**src/sv/tdtp_pkg.sv**
```systemverilog
// Shared types and constants for the time-of-day text parser.
// No dependencies; every other file of the block imports this package.
`default_nettype none

package tdtp_pkg;

  // Default for the text buffer depth.
  localparam int unsigned MAX_TEXT_CHARS_DEF = 32;

  // Depth of the queue between the front and the back.
  localparam int unsigned QUEUE_DEPTH = 4;

  // Parse limits.
  localparam int unsigned RUN_MAX_DIGITS = 4;
  localparam int unsigned HOUR_MAX       = 23;
  localparam int unsigned MINUTE_MAX     = 59;
  localparam int unsigned NOON_HOUR      = 12;
  localparam int unsigned PM_OFFSET      = 12;

  // Character class: values 0 to 9 are the digit values themselves.
  typedef logic [4:0] cls_t;

  localparam cls_t CLS_SPACE = 5'd10;
  localparam cls_t CLS_DOT   = 5'd11;
  localparam cls_t CLS_COLON = 5'd12;
  localparam cls_t CLS_A     = 5'd13;
  localparam cls_t CLS_M     = 5'd14;
  localparam cls_t CLS_P     = 5'd15;
  localparam cls_t CLS_OTHER = 5'd16;

  // One classified word handed from the front to the back.
  typedef struct packed {
    cls_t cls;
    logic present;
    logic last;
  } entry_t;

  // Back sequencer states.
  typedef enum logic [2:0] {
    ST_LOAD,
    ST_PREP,
    ST_SCAN,
    ST_EVAL,
    ST_EMIT
  } back_state_t;

endpackage

`default_nettype wire

```
**src/sv/tdtp_front.sv**
```systemverilog
// Front of the time-of-day text parser: takes input words and classifies characters.
// Depends on tdtp_pkg; feeds tdtp_queue.
`default_nettype none

module tdtp_front import tdtp_pkg::*; (
  input  wire logic        s_tvalid,
  output logic             s_tready,
  input  wire logic [15:0] s_tdata,   // [15:0] char_code
  input  wire logic        s_tuser,   // [0] char_present
  input  wire logic        s_tlast,   // text_end
  output logic             push_valid,
  input  wire logic        push_ready,
  output entry_t           push_entry
);

  function automatic cls_t classify(input logic [15:0] c);
    cls_t k;
    k = CLS_OTHER;
    if (c >= 16'h0030 && c <= 16'h0039) begin
      k = {1'b0, c[3:0]};
    end else if (c == 16'h0020 || (c >= 16'h0009 && c <= 16'h000D)) begin
      k = CLS_SPACE;
    end else if (c == 16'h002E) begin
      k = CLS_DOT;
    end else if (c == 16'h003A) begin
      k = CLS_COLON;
    end else if (c == 16'h0041 || c == 16'h0061) begin
      k = CLS_A;
    end else if (c == 16'h004D || c == 16'h006D) begin
      k = CLS_M;
    end else if (c == 16'h0050 || c == 16'h0070) begin
      k = CLS_P;
    end
    return k;
  endfunction

  // Drop words that carry no character and close nothing.
  assign s_tready   = push_ready;
  assign push_valid = s_tvalid & (s_tuser | s_tlast);

  always_comb begin
    push_entry.cls     = classify(s_tdata);
    push_entry.present = s_tuser;
    push_entry.last    = s_tlast;
  end

endmodule

`default_nettype wire

```
**src/sv/tdtp_queue.sv**
```systemverilog
// Short queue of classified words between the front and the back.
// Depends on tdtp_pkg for entry_t and QUEUE_DEPTH.
`default_nettype none

module tdtp_queue import tdtp_pkg::*; (
  input  wire logic   clk,
  input  wire logic   rst,
  input  wire logic   push_valid,
  output logic        push_ready,
  input  wire entry_t push_entry,
  output logic        pop_valid,
  input  wire logic   pop_ready,
  output entry_t      pop_entry
);

  localparam int unsigned PW = $clog2(QUEUE_DEPTH);
  localparam int unsigned NW = $clog2(QUEUE_DEPTH + 1);

  entry_t          slots [QUEUE_DEPTH];
  logic [PW-1:0]   wr_ptr;
  logic [PW-1:0]   rd_ptr;
  logic [NW-1:0]   fill;
  logic            push_fire;
  logic            pop_fire;

  assign push_ready = (fill != NW'(QUEUE_DEPTH));
  assign pop_valid  = (fill != '0);
  assign pop_entry  = slots[rd_ptr];
  assign push_fire  = push_valid & push_ready;
  assign pop_fire   = pop_valid & pop_ready;

  always_ff @(posedge clk) begin
    if (push_fire) begin
      slots[wr_ptr] <= push_entry;
    end
  end

  always_ff @(posedge clk) begin
    if (rst) begin
      wr_ptr <= '0;
      rd_ptr <= '0;
      fill   <= '0;
    end else begin
      if (push_fire) begin
        wr_ptr <= (wr_ptr == PW'(QUEUE_DEPTH - 1)) ? '0 : wr_ptr + 1'b1;
      end
      if (pop_fire) begin
        rd_ptr <= (rd_ptr == PW'(QUEUE_DEPTH - 1)) ? '0 : rd_ptr + 1'b1;
      end
      if (push_fire && !pop_fire) begin
        fill <= fill + 1'b1;
      end else if (pop_fire && !push_fire) begin
        fill <= fill - 1'b1;
      end
    end
  end

endmodule

`default_nettype wire

```
**src/sv/tdtp_back.sv**
```systemverilog
// Back of the time-of-day text parser: stores the text, scans it and forms the result.
// Depends on tdtp_pkg; drains tdtp_queue and drives the output register.
`default_nettype none

module tdtp_back import tdtp_pkg::*; #(
  parameter int unsigned MAX_TEXT_CHARS = MAX_TEXT_CHARS_DEF
) (
  input  wire logic        clk,
  input  wire logic        rst,
  input  wire logic        pop_valid,
  output logic             pop_ready,
  input  wire entry_t      pop_entry,
  output logic             m_tvalid,
  input  wire logic        m_tready,
  output logic [15:0]      m_tdata,   // [10:0] minute_of_day, [15:11] zero
  output logic             m_tuser    // [0] time_ok
);

  localparam int unsigned CW = $clog2(MAX_TEXT_CHARS + 1);
  localparam int unsigned IW = $clog2(MAX_TEXT_CHARS);

  back_state_t state, state_next;

  cls_t        mem [MAX_TEXT_CHARS];
  logic [CW-1:0] count;
  logic        ovf;
  logic        any_ns;
  logic [CW-1:0] lo1;
  logic [CW-1:0] hi1;
  cls_t        tail [4];
  cls_t        snap [4];
  cls_t        tail_sh [4];

  logic        has_mer;
  logic        is_pm;
  logic [CW-1:0] scan_end;
  logic [CW-1:0] rd_idx;
  logic        rd_vld;
  cls_t        rd_cls;

  // Scan accumulators.
  logic        sp;
  logic        bad;
  logic        colon;
  logic [2:0]  n_a;
  logic [2:0]  n_b;
  logic [13:0] acc_a;
  logic [13:0] acc_b;
  logic [6:0]  acc_h;
  logic [3:0]  w1;
  logic [3:0]  w0;

  logic        ok_r;
  logic [4:0]  hour_r;
  logic [5:0]  min_r;

  // Control.
  logic        pop_fire;
  logic        mem_we;
  logic        rd_issue;
  logic        out_load;

  // Suffix and evaluation.
  logic [CW-1:0] len1;
  logic [2:0]  suf_len;
  logic        suf_mer;
  logic        suf_pm;
  logic        form_ok;
  logic [13:0] hour_raw;
  logic [13:0] min_raw;
  logic [13:0] hour_adj;
  logic        eval_ok;
  logic [10:0] mod_sum;
  logic [3:0]  dig;

  // Next state.
  always_comb begin
    state_next = state;
    unique case (state)
      ST_LOAD: if (pop_valid && pop_entry.last) state_next = ST_PREP;
      ST_PREP: state_next = ST_SCAN;
      ST_SCAN: if (!rd_issue && !rd_vld) state_next = ST_EVAL;
      ST_EVAL: state_next = ST_EMIT;
      ST_EMIT: if (out_load) state_next = ST_LOAD;
      default: state_next = ST_LOAD;
    endcase
  end

  // Control outputs.
  always_comb begin
    pop_ready = 1'b0;
    rd_issue  = 1'b0;
    out_load  = 1'b0;
    unique case (state)
      ST_LOAD: pop_ready = 1'b1;
      ST_SCAN: rd_issue  = (rd_idx < scan_end);
      ST_EMIT: out_load  = !m_tvalid || m_tready;
      default: ;
    endcase
  end

  assign pop_fire = pop_valid & pop_ready;
  assign mem_we   = pop_fire & pop_entry.present & (count < CW'(MAX_TEXT_CHARS));

  always_comb begin
    tail_sh[0] = pop_entry.cls;
    tail_sh[1] = tail[0];
    tail_sh[2] = tail[1];
    tail_sh[3] = tail[2];
  end

  // Meridiem suffix over the last four non-trailing characters.
  always_comb begin
    len1    = hi1 - lo1;
    suf_len = 3'd0;
    suf_mer = 1'b0;
    suf_pm  = 1'b0;
    priority if (len1 >= CW'(4) && snap[3] == CLS_A && snap[2] == CLS_DOT &&
                 snap[1] == CLS_M && snap[0] == CLS_DOT) begin
      suf_len = 3'd4;
      suf_mer = 1'b1;
    end else if (len1 >= CW'(4) && snap[3] == CLS_P && snap[2] == CLS_DOT &&
                 snap[1] == CLS_M && snap[0] == CLS_DOT) begin
      suf_len = 3'd4;
      suf_mer = 1'b1;
      suf_pm  = 1'b1;
    end else if (len1 >= CW'(2) && snap[1] == CLS_A && snap[0] == CLS_M) begin
      suf_len = 3'd2;
      suf_mer = 1'b1;
    end else if (len1 >= CW'(2) && snap[1] == CLS_P && snap[0] == CLS_M) begin
      suf_len = 3'd2;
      suf_mer = 1'b1;
      suf_pm  = 1'b1;
    end else begin
      suf_len = 3'd0;
    end
  end

  // Form check, meridiem adjust and range check.
  always_comb begin
    form_ok  = 1'b0;
    hour_raw = acc_a;
    min_raw  = '0;
    priority if (colon) begin
      form_ok = (n_a != 3'd0) && (n_a <= 3'(RUN_MAX_DIGITS)) &&
                (n_b != 3'd0) && (n_b <= 3'(RUN_MAX_DIGITS));
      min_raw = acc_b;
    end else if (n_a == 3'd1 || n_a == 3'd2) begin
      form_ok = 1'b1;
    end else if (n_a == 3'd3 || n_a == 3'd4) begin
      form_ok  = 1'b1;
      hour_raw = {7'd0, acc_h};
      min_raw  = 14'({w1, 3'b000}) + 14'({w1, 1'b0}) + 14'(w0);
    end else begin
      form_ok = 1'b0;
    end

    hour_adj = hour_raw;
    if (has_mer && is_pm && hour_raw != 14'(NOON_HOUR)) begin
      hour_adj = hour_raw + 14'(PM_OFFSET);
    end else if (has_mer && !is_pm && hour_raw == 14'(NOON_HOUR)) begin
      hour_adj = '0;
    end

    eval_ok = !bad && form_ok && (hour_adj <= 14'(HOUR_MAX)) &&
              (min_raw <= 14'(MINUTE_MAX));
  end

  // hour * 60 + minute
  assign mod_sum = 11'({hour_r, 6'b0}) - 11'({hour_r, 2'b0}) + 11'(min_r);
  assign dig     = rd_cls[3:0];

  // Text store.
  always_ff @(posedge clk) begin
    if (mem_we) begin
      mem[count[IW-1:0]] <= pop_entry.cls;
    end
    if (rd_issue) begin
      rd_cls <= mem[rd_idx[IW-1:0]];
    end
  end

  // Control registers.
  always_ff @(posedge clk) begin
    if (rst) begin
      state    <= ST_LOAD;
      count    <= '0;
      ovf      <= 1'b0;
      any_ns   <= 1'b0;
      rd_vld   <= 1'b0;
      m_tvalid <= 1'b0;
    end else begin
      state  <= state_next;
      rd_vld <= rd_issue;
      if (pop_fire && pop_entry.present) begin
        if (mem_we) begin
          count <= count + 1'b1;
          if (pop_entry.cls != CLS_SPACE) begin
            any_ns <= 1'b1;
          end
        end else begin
          ovf <= 1'b1;
        end
      end
      if (state == ST_PREP) begin
        count  <= '0;
        ovf    <= 1'b0;
        any_ns <= 1'b0;
      end
      if (out_load) begin
        m_tvalid <= 1'b1;
      end else if (m_tready) begin
        m_tvalid <= 1'b0;
      end
    end
  end

  // Datapath registers.
  always_ff @(posedge clk) begin
    if (mem_we) begin
      tail <= tail_sh;
      if (pop_entry.cls != CLS_SPACE) begin
        snap <= tail_sh;
        hi1  <= count + 1'b1;
        if (!any_ns) begin
          lo1 <= count;
        end
      end
    end

    if (state == ST_PREP) begin
      bad     <= ovf || !any_ns;
      has_mer <= suf_mer;
      is_pm   <= suf_pm;
      // A rejected text scans nothing; its bounds may be stale.
      rd_idx  <= (ovf || !any_ns) ? '0 : lo1;
      scan_end <= (ovf || !any_ns) ? '0 : hi1 - CW'(suf_len);
      sp      <= 1'b0;
      colon   <= 1'b0;
      n_a     <= '0;
      n_b     <= '0;
      acc_a   <= '0;
      acc_b   <= '0;
      acc_h   <= '0;
      w1      <= '0;
      w0      <= '0;
    end

    if (rd_issue) begin
      rd_idx <= rd_idx + 1'b1;
    end

    // Consume one stored character.
    if (state == ST_SCAN && rd_vld) begin
      if (rd_cls <= cls_t'(9)) begin
        if (sp) begin
          bad <= 1'b1;
        end
        if (!colon) begin
          if (n_a < 3'(RUN_MAX_DIGITS)) begin
            acc_a <= 14'({acc_a, 3'b000}) + 14'({acc_a, 1'b0}) + 14'(dig);
            if (n_a >= 3'd2) begin
              acc_h <= 7'({acc_h, 3'b000}) + 7'({acc_h, 1'b0}) + 7'(w1);
            end
            w1 <= w0;
            w0 <= dig;
          end
          if (n_a != 3'd5) begin
            n_a <= n_a + 1'b1;
          end
        end else begin
          if (n_b < 3'(RUN_MAX_DIGITS)) begin
            acc_b <= 14'({acc_b, 3'b000}) + 14'({acc_b, 1'b0}) + 14'(dig);
          end
          if (n_b != 3'd5) begin
            n_b <= n_b + 1'b1;
          end
        end
      end else if (rd_cls == CLS_SPACE) begin
        sp <= 1'b1;
      end else if (rd_cls == CLS_DOT || rd_cls == CLS_COLON) begin
        if (sp || colon) begin
          bad <= 1'b1;
        end
        colon <= 1'b1;
      end else begin
        bad <= 1'b1;
      end
    end

    if (state == ST_EVAL) begin
      ok_r   <= eval_ok;
      hour_r <= hour_adj[4:0];
      min_r  <= min_raw[5:0];
    end

    if (out_load) begin
      m_tuser <= ok_r;
      m_tdata <= ok_r ? {5'd0, mod_sum} : '0;
    end
  end

endmodule

`default_nettype wire

```
**src/sv/time_of_day_text_parser_top.sv**
```systemverilog
// Top level of the time-of-day text parser.
// Depends on tdtp_pkg, tdtp_front, tdtp_queue and tdtp_back.
//
// Usage:
//   Input stream (s_*): one UTF-16 code unit per word in s_tdata, s_tuser
//   set when the word carries a character, s_tlast on the final word of a
//   text. A word with neither s_tuser nor s_tlast is dropped.
//   Output stream (m_*): one word per text, after its s_tlast word.
//   m_tuser is the valid flag, m_tdata[10:0] the minute of the day (zero
//   when the text is rejected).
//   Sequencing: characters are stored at one per cycle while the back
//   sequencer is in its load state. After the last word the back passes
//   through the queue, a prep state, a scan of the characters between the
//   first non-space character and the end of the body followed by a drain
//   of the read pipeline, an evaluate state and the load of the output
//   register. The back takes no words from the queue between a text's
//   last word and the load of its result, so the next text waits there.
//   Reset (rst, synchronous, active high) empties the queue, clears the
//   character count and drops any pending result; the store needs no pass.
//   Stall: a held result waits in the output register; the queue keeps
//   taking words until it fills, then s_tready drops.
`default_nettype none

module time_of_day_text_parser_top import tdtp_pkg::*; #(
  parameter int unsigned MAX_TEXT_CHARS = MAX_TEXT_CHARS_DEF
) (
  input  wire logic        clk,
  input  wire logic        rst,
  input  wire logic        s_tvalid,
  output logic             s_tready,
  input  wire logic [15:0] s_tdata,   // [15:0] char_code
  input  wire logic        s_tuser,   // [0] char_present
  input  wire logic        s_tlast,   // text_end
  output logic             m_tvalid,
  input  wire logic        m_tready,
  output logic [15:0]      m_tdata,   // [10:0] minute_of_day, [15:11] zero
  output logic             m_tuser    // [0] time_ok
);

  logic   push_valid;
  logic   push_ready;
  entry_t push_entry;
  logic   pop_valid;
  logic   pop_ready;
  entry_t pop_entry;

  // Classify characters on the way in.
  tdtp_front u_front (
    .s_tvalid   (s_tvalid),
    .s_tready   (s_tready),
    .s_tdata    (s_tdata),
    .s_tuser    (s_tuser),
    .s_tlast    (s_tlast),
    .push_valid (push_valid),
    .push_ready (push_ready),
    .push_entry (push_entry)
  );

  // Decouple the front from the back while a text is being scanned.
  tdtp_queue u_queue (
    .clk        (clk),
    .rst        (rst),
    .push_valid (push_valid),
    .push_ready (push_ready),
    .push_entry (push_entry),
    .pop_valid  (pop_valid),
    .pop_ready  (pop_ready),
    .pop_entry  (pop_entry)
  );

  // Store, scan and emit one result per text.
  tdtp_back #(
    .MAX_TEXT_CHARS (MAX_TEXT_CHARS)
  ) u_back (
    .clk       (clk),
    .rst       (rst),
    .pop_valid (pop_valid),
    .pop_ready (pop_ready),
    .pop_entry (pop_entry),
    .m_tvalid  (m_tvalid),
    .m_tready  (m_tready),
    .m_tdata   (m_tdata),
    .m_tuser   (m_tuser)
  );

endmodule

`default_nettype wire
```
**config.mk**
```make
export PLATFORM = sky130hd
export DESIGN_NAME = time_of_day_text_parser_top
export DESIGN_NICKNAME = d
export VERILOG_FILES = /design/src/sv/tdtp_pkg.sv /design/src/sv/tdtp_front.sv /design/src/sv/tdtp_queue.sv /design/src/sv/tdtp_back.sv /design/src/sv/time_of_day_text_parser_top.sv
export SDC_FILE = /design/constraint.sdc
export NUM_CORES = 1
export LEC_CHECK = 0
export BUFFER_PORTS_ARGS = -buffer_cell sky130_fd_sc_hd__buf_2
export CAP_MARGIN = 10
export CORE_UTILIZATION = 65
export CTS_CLUSTER_SIZE = 8
export DETAILED_ROUTE_END_ITERATION = 6
export PLACE_DENSITY = 0.82
export SETUP_SLACK_MARGIN = 0.05
export SYNTH_ARGS = -nofsm -noshare
export SYNTH_HDL_FRONTEND = slang
export SYNTH_SLANG_ARGS = --single-unit
```
**constraint.sdc**
```tcl
create_clock -name clk -period 8.5 [get_ports clk]
set_input_delay 2.125 -clock clk [delete_from_list [all_inputs] [get_ports clk]]
set_output_delay 2.125 -clock clk [all_outputs]
set_load 0.03 [all_outputs]
```
Word-level counts from Yosys, hierarchy flattened. Memories as Yosys holds them, arrays and structs flattened. A register that Yosys moved wholly into a read port is not among the register bits. Index checks and enable logic that the tools add are counted.

$add $sub $neg: 21. Order comparisons: 16. Equality and inequality tests: 39. Multiplexer cells: 99. Bitwise logic cells: 8. Reductions and logical operators: 63.

Operators with widths (count): 14-bit two-way mux (18); 16-bit by 7-bit equality test with 1-bit output, second input constant (6); 5-bit by 4-bit equality test with 1-bit output, second input constant (11); 3-bit two-way mux (18); 16-bit by 6-bit equality test with 1-bit output, second input constant (3); 14-bit by 4-bit adder with 14-bit output (3); 7-bit two-way mux (6); 4-bit two-way mux (10); 5-bit two-way mux (7); 1-bit two-way mux (31); 1-bit logical AND (30); 14-bit adder (2); 6-bit two-way mux (3); 16-bit by 4-bit greater-or-equal comparator with 1-bit output, second input constant (1); 16-bit by 6-bit greater-or-equal comparator with 1-bit output, second input constant (1); 16-bit by 4-bit <= comparator with 1-bit output, second input constant (1); 16-bit by 6-bit <= comparator with 1-bit output, second input constant (1); 3-bit one-hot mux with 5 select lines (1); 14-bit by 4-bit adder with 14-bit output, second input constant (1); 14-bit by 4-bit equality test with 1-bit output, second input constant (1); 14-bit by 5-bit <= comparator with 1-bit output, second input constant (1); 14-bit by 6-bit <= comparator with 1-bit output, second input constant (1); 14-bit by 4-bit inequality test with 1-bit output, second input constant (1); 6-bit by 1-bit adder with 6-bit output, second input constant (2); other kinds (38) (86).

Bits in registers: 162. RAM bits: 188. Memories: 2.

Memories: u_back.mem (words 32, width 5, read ports 1, clocked after memory_dff 1, wr ports 1, RTL line tdtp_back.sv:24) `cls_t mem [MAX_TEXT_CHARS];`; u_queue.slots (words 4, width 7, read ports 1, clocked after memory_dff 1, wr ports 1, RTL line tdtp_queue.sv:19) `entry_t slots [QUEUE_DEPTH];`.

Logic depth before layout (Yosys ltp). Gate-level depths: netlist of run 1.

Depth in word-level cells: 12. Depth in mapped cells: 16. Mapped depth without buffers: 15.

By module. From an unflattened synthesis of run 1, not the netlist that was laid out.

Cell total of the unflattened synthesis: 1235. Area, all modules: 16747.3 um^2.

Modules (own cells, without submodules): tdtp_back (instances 1, cells an instance 1107, area each 14930.6 um^2, sequential area each 8808.4 um^2); tdtp_queue (instances 1, cells an instance 85, area each 1491.4 um^2, sequential area each 1021.0 um^2); tdtp_front (instances 1, cells an instance 43, area each 325.3 um^2, sequential area each 0.0 um^2).

Least setup slack after synthesis of run 1. Ideal clock, no wire load.

Path kind: input -> register. Start: in s_tlast. End: reg u_queue.fill[2]. Library setup time: 0.071 ns. Data arrival time: 3.759 ns. Path slack: 4.671 ns. Stages: 8. Cells stage by stage: o21ai_0 -> a21oi_1 -> ha_1 -> inv_1 -> fa_1 -> xor2_1 -> or3_1 -> a21oi_1.

Word-level cells in the longest chain between the ends: 6.

RTL lines: from (decl) (RTL line time_of_day_text_parser_top.sv:33) `input wire logic s_tlast,`; 1-bit bitwise OR * (RTL line tdtp_front.sv:39) `assign push_valid = s_tvalid & (s_tuser | s_tlast);`; 1-bit AND * (RTL line tdtp_front.sv:39); 1-bit AND * (RTL line tdtp_queue.sv:29) `assign push_fire = push_valid & push_ready;`; named net u_queue.push_fire (RTL line tdtp_queue.sv:23) `logic push_fire;`; 1-bit zero test (RTL line tdtp_queue.sv:52) `end else if (pop_fire && !push_fire) begin`; 1-bit logical AND (RTL line tdtp_queue.sv:52); 2-bit nonzero test (no source line); to (signal assigned) (RTL line tdtp_queue.sv:51) `fill <= fill + 1'b1;`; to (signal assigned) (RTL line tdtp_queue.sv:53) `fill <= fill - 1'b1;`; to (decl) (RTL line tdtp_queue.sv:22) `logic [NW-1:0] fill;`.

Mark *: on every way through the listed nets, which the timed path passes. The rest lies on a longest branch. A chain may end at the register's enable or synchronous reset.

Worst setup path in the final report of run 1.
Start: reg u_back.n_a[1]. End: reg u_back.ok_r, data pin.

Word-level cells in the longest chain between the ends: 12.

RTL lines: from (decl) (RTL line tdtp_back.sv:45) `logic [2:0] n_a;`; from (signal assigned) (RTL line tdtp_back.sv:269) `n_a <= n_a + 1'b1;`; 3-bit by 2-bit equality test with 1-bit output / 3-bit equality test (equally long branches) (RTL line tdtp_back.sv:150) `end else if (n_a == 3'd3 || n_a == 3'd4) begin`; 1-bit logical OR (RTL line tdtp_back.sv:150); 14-bit two-way mux (RTL line tdtp_back.sv:150); 14-bit two-way mux * (RTL line tdtp_back.sv:148) `end else if (n_a == 3'd1 || n_a == 3'd2) begin`; 14-bit two-way mux * (RTL line tdtp_back.sv:144) `priority if (colon) begin`; parallel branches: the longest is 3 deep, another holds 14-bit by 4-bit adder with 14-bit output; 14-bit two-way mux * (RTL line tdtp_back.sv:159) `if (has_mer && is_pm && hour_raw != 14'(NOON_HOUR)) begin`; named net u_back.hour_adj[3] (RTL line tdtp_back.sv:71) `logic [13:0] hour_adj;`; 14-bit by 5-bit <= comparator with 1-bit output * (RTL line tdtp_back.sv:165) `eval_ok = !bad && form_ok && (hour_adj <= 14'(HOUR_MAX)) &&`; 1-bit logical AND * (2 in series) (RTL line tdtp_back.sv:165); named net u_back.eval_ok (RTL line tdtp_back.sv:72) `logic eval_ok;`; to (signal assigned) (RTL line tdtp_back.sv:292) `ok_r <= eval_ok;`; to (decl) (RTL line tdtp_back.sv:53) `logic ok_r;`.

Mark *: on every way through the listed nets, which the timed path passes.

==> results of run 1 <==
[sequential cells by signal, indices dropped and copies added (netlist names), 7 cells and up, named ones only]
register,cells
u_back.mem,160
u_queue.slots,28
u_back.snap,20
u_back.tail,15
u_back.acc_a,14
u_back.acc_b,14
u_back.m_tdata,11
u_back.acc_h,7
[layer usage]
layer	share of wire	up-vias
met5	0	-
met4	0.025	0
met3	0.061	83
met2	0.51	427
met1	0.40	5175
li1	-	4834
[final cells by class]
type                            instances  area, µm²  area share
Clock buffer                           73       1340      0.0716
Clock inverter                          5        140     0.00751
Inverter                               53        199      0.0107
Multi-Input combinational cell        806       6530       0.350
Sequential cell                       352       9830       0.526
Tap cell                              330        413      0.0221
Timing Repair Buffer                   41        220      0.0118
[path summary, 6_finish.rpt]
check / depth (start not counted) / endpoint / from
worst max-delay path: 15 / u_back.ok_r$_DFFE_PP_ / u_back.n_a[1]$_DFF_P_
worst min-delay path: 0 / u_back.snap[1]$_DFFE_PP_ / u_back.tail[6]$_DFFE_PP_
worst max register to register: 15 / u_back.ok_r$_DFFE_PP_ / u_back.n_a[1]$_DFF_P_
worst min register to register: 0 / u_back.snap[1]$_DFFE_PP_ / u_back.tail[6]$_DFFE_PP_
[worst max-delay path: cells and delay by family, from the launching register on]
family          cells  cell delay (ps)
fa+ha+maj           3              650
compound gates      5             1170
flops               1              490
simple gates        7             1520
[cells by family after synthesis]
| kind of cell | synth area share |
|---|---|
| xor+xnor | 0.0298 |
| flops | 0.586 |
| other cells | 0.000224 |
| buf+inv | 0.0249 |
| fa+ha+maj | 0.0848 |
| compound gates | 0.0694 |
| simple gates | 0.113 |
| mux | 0.0919 |
[Yosys cell counts, drive strengths merged, types with 5 or more instances]
library cell	number
or2	5
a21boi	5
nand3	56
clkbuf	27
o21bai	5
or3	8
a31oi	11
nand4	9
mux2i	20
nor3	24
a21o	20
nor4	8
or4	7
nor3b	9
nor2	92
mux2	5
mux4	57
edfxtp	278
and3	6
nand2b	13
nand2	86
nand4b	5
a211oi	6
fa	11
nor2b	14
o21ai	55
inv	53
xnor2	37
and2	13
dfxtp	74
a21oi	39
ha	96
nor4b	5
buf	22
xor2	20
nand3b	6
[per-stage QoR]
stage	area (µm²)	utilization	hold slack, ps
4_1_cts	18700	0.739	421
3_5_place_dp	17200	0.681	405
3_3_place_gp	17200	0.681	401
2_1_floorplan	16800	-	400
6_report	18700	0.739	418
5_1_grt	18700	0.739	428
[power groups by stage]
stage / sequential [µW] / clock [µW] / combinational [µW]
6_report: 2370 / 1870 / 1150
5_1_grt: 2390 / 1950 / 1240
4_1_cts: 2370 / 1880 / 1150
3_5_place_dp: 2390 / 0 / 1110
3_3_place_gp: 2370 / 0 / 1070
2_1_floorplan: 2300 / 0 / 868
==> summary.md, run 1 <==
| Metric | Value |
|---|---|
| Chip width | 163 µm |
| Fin. max-slew vios | 0 |
| Library cells used by synthesis | 69 |
| Slowest-stage cell, CP | dfxtp_1 |
| Worst Path Max Fanout | 9 |
| Number of port buffers | 35 |
| Avg Cell Area, Syn | between 10 and 15 µm² |
| Ys flop type | edfxtp_1 |
| CP peak stage delay | 490 ps |
| Nets | approximately 1400 |
| Relative slew slack | 0.258 |
| Fill count | 1508 |
| Htree depth | 2 |
| Commonest non-fill, non-tap cells in the layout | edfxtp_1, ha_1, nor2_1 |
| Setup WS pre-CTS | 4370 ps |
| Worst-Skew Late Latency | 590 ps |
| Hold buffers post-CTS | 0 |
| Flop pwr share | 0.440 |
| Tot GR Track Use | 0.281 |
| CP cell instances | ha_1 -> ha_1 -> nor3b_1 -> a21oi_1 -> nor2_1 -> nand2_1 -> nand2_1 -> ha_1 -> nor4b_1 -> nand4_1 -> a21oi_1 -> or4_1 -> o2111ai_1 -> a221oi_1 -> a21boi_1 |
| #FFs+latches synth | 352 |
| CTS Sinks | 352 |
| Setup slack after layout | about 4500 ps |
| Vias post-DR | about 11000 |
| CP arrival | 4380 ps |
| Final cycle utilization of the critical path | 0.467 |
| CP dominant cell by count | ha_1 |
| Commonest non-fill, non-tap cell in the layout | edfxtp_1 |
| Final setup fails | 0 |
| Reg2Reg Setup Slack | 4530 ps |
| Layout cells sized above 1 | 0.127 |
| Post-CTS setup buffers | 0 |
| Cell Pwr Density | 288 mW/mm² |
| Worst-Margin Slew | approximately 1100 ps |
| WS Path Type | reg2reg |
| Routed length per instance | 21.4 µm |
| Area Overhead vs Synth | 11.4% |
| Die Ht | 163 µm |
| CP startpoint kind | flop |
| First-pass GRT wire length | 56500 µm |
| Placed Cells incl. Taps | 1582 |
| Post-cts sizing count | 0 |
| Async set or reset register ratio after synthesis | 0 |
| Synth area leaders | edfxtp_1, dfxtp_1, mux4_2, ha_1, nor2_1 |
| Antenna violations before repair | 0 |
| Busiest grt layer | met2 |
| Final ANT Viol Nets | 0 |
| CTS Buf Count | 50 |
| EDFF count, synth | 278 |
| Lkg Pwr | roughly 0.007 µW |
| DRT Wirelength | 35600 µm |
| Synthesized netlist cell count | 1256 |
| Clock skew | 47.3 ps |
| Routability cong. | a little over 0.9 |
| CORE AREA | 0.0253 mm² |
| Final hold violations | 0 |
| Logic pwr share | 0.214 |
| Max Cap Violations | 0 |
| Std cell rows | 58 |
| Hold/Removal Path Class | reg2reg |
| Post-route minimum period | 3970 ps |
| CTS Buffer Depth | 3 |
| Initial cell density of the core | 0.664 |
| FMAX | 0.252 GHz |
| Total Power | 5390 µW |
| Vias in the first global route | 10582 |
| Drt via density | 6.34 |
| Clk pin slew, worst setup/hold paths | 50 ps |
| Overflow after GRT | 0 |
| Net switching power | 1580 µW |
| Pin count of the biggest net entering global routing | 49 |
| Cell internal pwr | 3810 µW |
| Clock power share | 0.346 |
| Sw Ratio | 0.293 |
| ANT cells | 0 |
| Die Area | 0.0264 mm² |
| TritonCTS clock tree | built |
| Synth Warn # | 0 |
| Share of Yosys cell area claimed by the top area cell type | 0.498 |
| Yosys top cell by area | edfxtp_1 |
| Post-synthesis sequential area ratio | 0.586 |
| Met1 Resource Use GR | 0.360 |
| Mapped Area | about 0.017 mm² |
| Non-Filler Instances | 1660 |
| Status | completed |
| CP required | 8910 ps |
| HPWL after DPL | 21500 µm |
| Drt initial violations | 884 |
| Setup TNS | 0 ps |
| Worst IR Drop VDD | 0.000227 V |
| Crit end category | flop |
| Post-route DRC | 0 |
| Met2 usage | 0.484 |
| Root cell of the clock tree | clkbuf_16 |
| Global-route met3 utilization | 0.0458 |
| Unrepaired setup endpoints after global routing | no |
| Ports | 41 |
| TritonRoute pass-1 iters | 5 |
Note: power is estimated with default switching activity, not from simulation.
==> run 2: changes to the inputs <==
--- a/config.mk
+++ b/config.mk
@@ -5,12 +5,13 @@
 export SDC_FILE = /design/constraint.sdc
 export NUM_CORES = 1
 export LEC_CHECK = 0
+export ABC_AREA = 1
 export BUFFER_PORTS_ARGS = -buffer_cell sky130_fd_sc_hd__buf_2
 export CAP_MARGIN = 10
-export CORE_UTILIZATION = 65
+export CORE_UTILIZATION = 63
 export CTS_CLUSTER_SIZE = 8
 export DETAILED_ROUTE_END_ITERATION = 6
-export PLACE_DENSITY = 0.82
+export PLACE_DENSITY = 0.8
 export SETUP_SLACK_MARGIN = 0.05
 export SYNTH_ARGS = -nofsm -noshare
 export SYNTH_HDL_FRONTEND = slang
==> constraint.sdc (replaced) <==
create_clock -name clk -period 4.1 [get_ports clk]
set_input_delay 1.025 -clock clk [delete_from_list [all_inputs] [get_ports clk]]
set_output_delay 1.025 -clock clk [all_outputs]
set_load 0.03 [all_outputs]
==> summary.md, run 2 <==
| Metric | Value |
|---|---|
| End of the worst hold path | u_back.snap[1]$_DFFE_PP_ |
| Async set or reset register ratio after synthesis | 0 |
| CP dominant cell by count | nor2_1 |
| Std cell rows | 60 |
| Post-route DRC | 0 |
| ANT cells | 0 |
| Met1 Resource Use GR | 0.329 |
| Fill count | 1876 |
| Non-Filler Instances | between 2000 and 2500 |
| Setup WS pre-CTS | between 800 and 900 ps |
| Total Power | 12000 µW |
| Final ANT Viol Nets | 0 |
| Worst-Margin Slew | between 1000 and 1500 ps |
| Ports | 41 |
| Overflow after GRT | 0 |
| Drt via density | between 5 and 6 |
| WS Path Type | reg2reg |
| Synth area leaders | edfxtp_1, dfxtp_1, ha_1, nand2_1, nor2_1 |
| Worst Path Max Fanout | 5 |
| Root cell of the clock tree | clkbuf_16 |
| Avg Cell Area, Syn | 10.1 µm² |
| Lkg Pwr | 0.00763 µW |
| Post-CTS setup buffers | 0 |
| Die Ht | ~170 µm |
| Share of Yosys cell area claimed by the top area cell type | 0.486 |
| CTS Sinks | ~350 |
| Setup slack after layout | 780 ps |
| Yosys top cell by area | edfxtp_1 |
| HPWL after DPL | about 25000 µm |
| Most numerous cell in the Yosys netlist | edfxtp_1 |
| Area Overhead vs Synth | 11.3% |
| Number of port buffers | 35 |
| Hold depth | 0 |
| Busiest grt layer | met2 |
| CTS Buffer Depth | 3 |
| CP startpoint kind | flop |
| Pin count of the biggest net entering global routing | 83 |
| CP cell instances | ha_1 -> a21oi_1 -> nand2_1 -> a21oi_1 -> nor2_1 -> nor2_1 -> xor2_1 -> nor2_1 -> nand3b_1 -> nand2_1 -> inv_1 -> ha_1 -> inv_1 -> fa_1 -> or2_2 -> nor2_1 -> xnor2_1 -> nor2_1 |
| Slowest-stage cell, CP | edfxtp_1 |
| Worst IR Drop VDD | 0.000490 V |
| Final cycle utilization of the critical path | 0.810 |
| Routed length per instance | approximately 18 µm |
| Nets | about 1900 |
| Die Area | 0.0279 mm² |
| Layout cells sized above 1 | 0.0757 |
| Reg2Reg Setup Slack | around 800 ps |
| FMAX | 0.301 GHz |
| Antenna violations before repair | 0 |
| Synthesized netlist cell count | 1702 |
| CP arrival | 3620 ps |
| Post-route minimum period | between 3000 and 4000 ps |
| DRT Wirelength | 37400 µm |
| Status | completed |
| Largest register FFs | 160 |
| Mapped Area | between 0.015 and 0.02 mm² |
| Chip width | 167 µm |
| Global-route met3 utilization | 0.0442 |
| Unrepaired setup endpoints after global routing | no |
| Tot GR Track Use | 0.274 |
| Vias in the first global route | about 13000 |
| Placed Cells incl. Taps | a little over 2000 |
| Library cells used by synthesis | 56 |
| EDFF count, synth | about 280 |
| Hold/Removal Path Class | reg2reg |
| Ys flop type | edfxtp_1 |
| CORE AREA | 0.0269 mm² |
| Clock skew | 31.3 ps |
| Clk pin slew, worst setup/hold paths | approximately 50 ps |
| Worst r2r src | u_back.hi1[2]$_DFFE_PP_ |
| Min-delay src | u_back.tail[6]$_DFFE_PP_ |
| R2R depth | 18 |
| Post-synthesis sequential area ratio | 0.572 |
| Setup TNS | 0 ps |
| Cell Pwr Density | 628 mW/mm² |
| Hold buffers post-CTS | 0 |
| Worst Hold Slack | 424 ps |
| CP required | 4400 ps |
| TritonCTS clock tree | built |
| #FFs+latches synth | 352 |
| Fin. max-slew vios | 0 |
| Commonest cells post-synth | edfxtp_1, nand2_1, nor2_1 |
| Worst-Skew Late Latency | around 570 ps |
| Drt initial violations | ~1100 |
| Htree depth | 2 |
| First-pass GRT wire length | 61200 µm |
| Crit end category | flop |
| Relative slew slack | 0.236 |
| Final hold violations | 0 |
| Vias post-DR | 12607 |
| CTS Buf Count | 49 |
| Initial cell density of the core | 0.639 |
| Met2 usage | 0.488 |
| Max Cap Violations | 0 |
| Post-cts sizing count | 0 |
| Worst R2R End | u_back.scan_end[5]$_SDFFCE_PP0P_ |
| CP peak stage delay | roughly 450 ps |
| Synth Warn # | 0 |
| Commonest non-fill, non-tap cells in the layout | edfxtp_1, nand2_1, nor2_1 |
| Routability cong. | approximately 0.9 |
| Final setup fails | 0 |
| Commonest non-fill, non-tap cell in the layout | edfxtp_1 |
| TritonRoute pass-1 iters | 5 |
==> run 2: changes by cell type in the layout (fill, tap and decap cells not counted), sizes merged, moves of 23 or more <==
cell   previous run  this run
o22ai             1        32
mux4             57         0
nand2            86       241
inv              54       188
nand3            56       100
o21ai            55       166
xnor2            37        14
nor2             92       222
a21oi            39        71
==> run 2: worst max-delay path: cells and delay by family, from the launching register on <==
family | cells | cell delay, ps
xor+xnor | 2 | 300
flops | 1 | 450
fa+ha+maj | 3 | 900
compound gates | 2 | 290
buf+inv | 2 | 130
simple gates | 9 | 970
==> run 2: area by class of cell <==
class | instances | area [µm²] | share of cell area
inverters | 191 | 717 | 0.0375
flip-flops and latches | 352 | 9830 | 0.514
well taps | 341 | 427 | 0.0223
multi-input cells | 1109 | 6430 | 0.337
clock inverters | 3 | 80.1 | 0.00419
clock buffers | 78 | 1340 | 0.0699
repair buffers | 50 | 288 | 0.0151
==> run 2: worst max-delay path by stage <==
stage	start	depth (start not counted)	endpoint
floorplan	flop	8	u_back.lo1[0]$_DFFE_PP_
global placement	u_back.hi1[2]$_DFFE_PP_	18	u_back.scan_end[5]$_SDFFCE_PP0P_
detailed placement	u_back.hi1[2]$_DFFE_PP_	18	u_back.scan_end[5]$_SDFFCE_PP0P_
CTS	u_back.hi1[2]$_DFFE_PP_	18	u_back.scan_end[5]$_SDFFCE_PP0P_
global route	u_back.hi1[2]$_DFFE_PP_	18	u_back.scan_end[5]$_SDFFCE_PP0P_
finish	u_back.hi1[2]$_DFFE_PP_	18	u_back.scan_end[5]$_SDFFCE_PP0P_
==> run 2: logic make-up after synthesis <==
kind of cell | Yosys count | synth area share
DFF | 352 | 0.572
AOI/OAI and AO/OA | 344 | 0.116
xor gates and xnor gates | 33 | 0.0168
buffers and inverters | 245 | 0.0563
and+or+nand+nor | 620 | 0.156
adders and majority gates | 107 | 0.0828
other | 1 | 0.000218
==> run 2: stage by stage <==
| step | area (µm²) | utilization |
|---|---|---|
| 4_1_cts | 19100 | 0.711 |
| 6_report | 19100 | 0.711 |
| 5_1_grt | 19100 | 0.711 |
| 3_5_place_dp | 17700 | 0.658 |
| 3_3_place_gp | 17700 | 0.658 |
| 2_1_floorplan | 17200 | - |
==> run 2: metal layers <==
metal / part of all wire / routed length [µm]
met1: 0.39 / 14700
met3: 0.063 / 2350
met5: 0 / 0
met4: 0.036 / 1340
met2: 0.51 / 19000
==> run 2: power by group <==
group	internal [µW]	switching [µW]	total (µW)	leakage (µW)
clock network	2220	1490	3710	0.000671
registers	4770	297	5070	0.00313
logic	882	2340	3230	0.00383
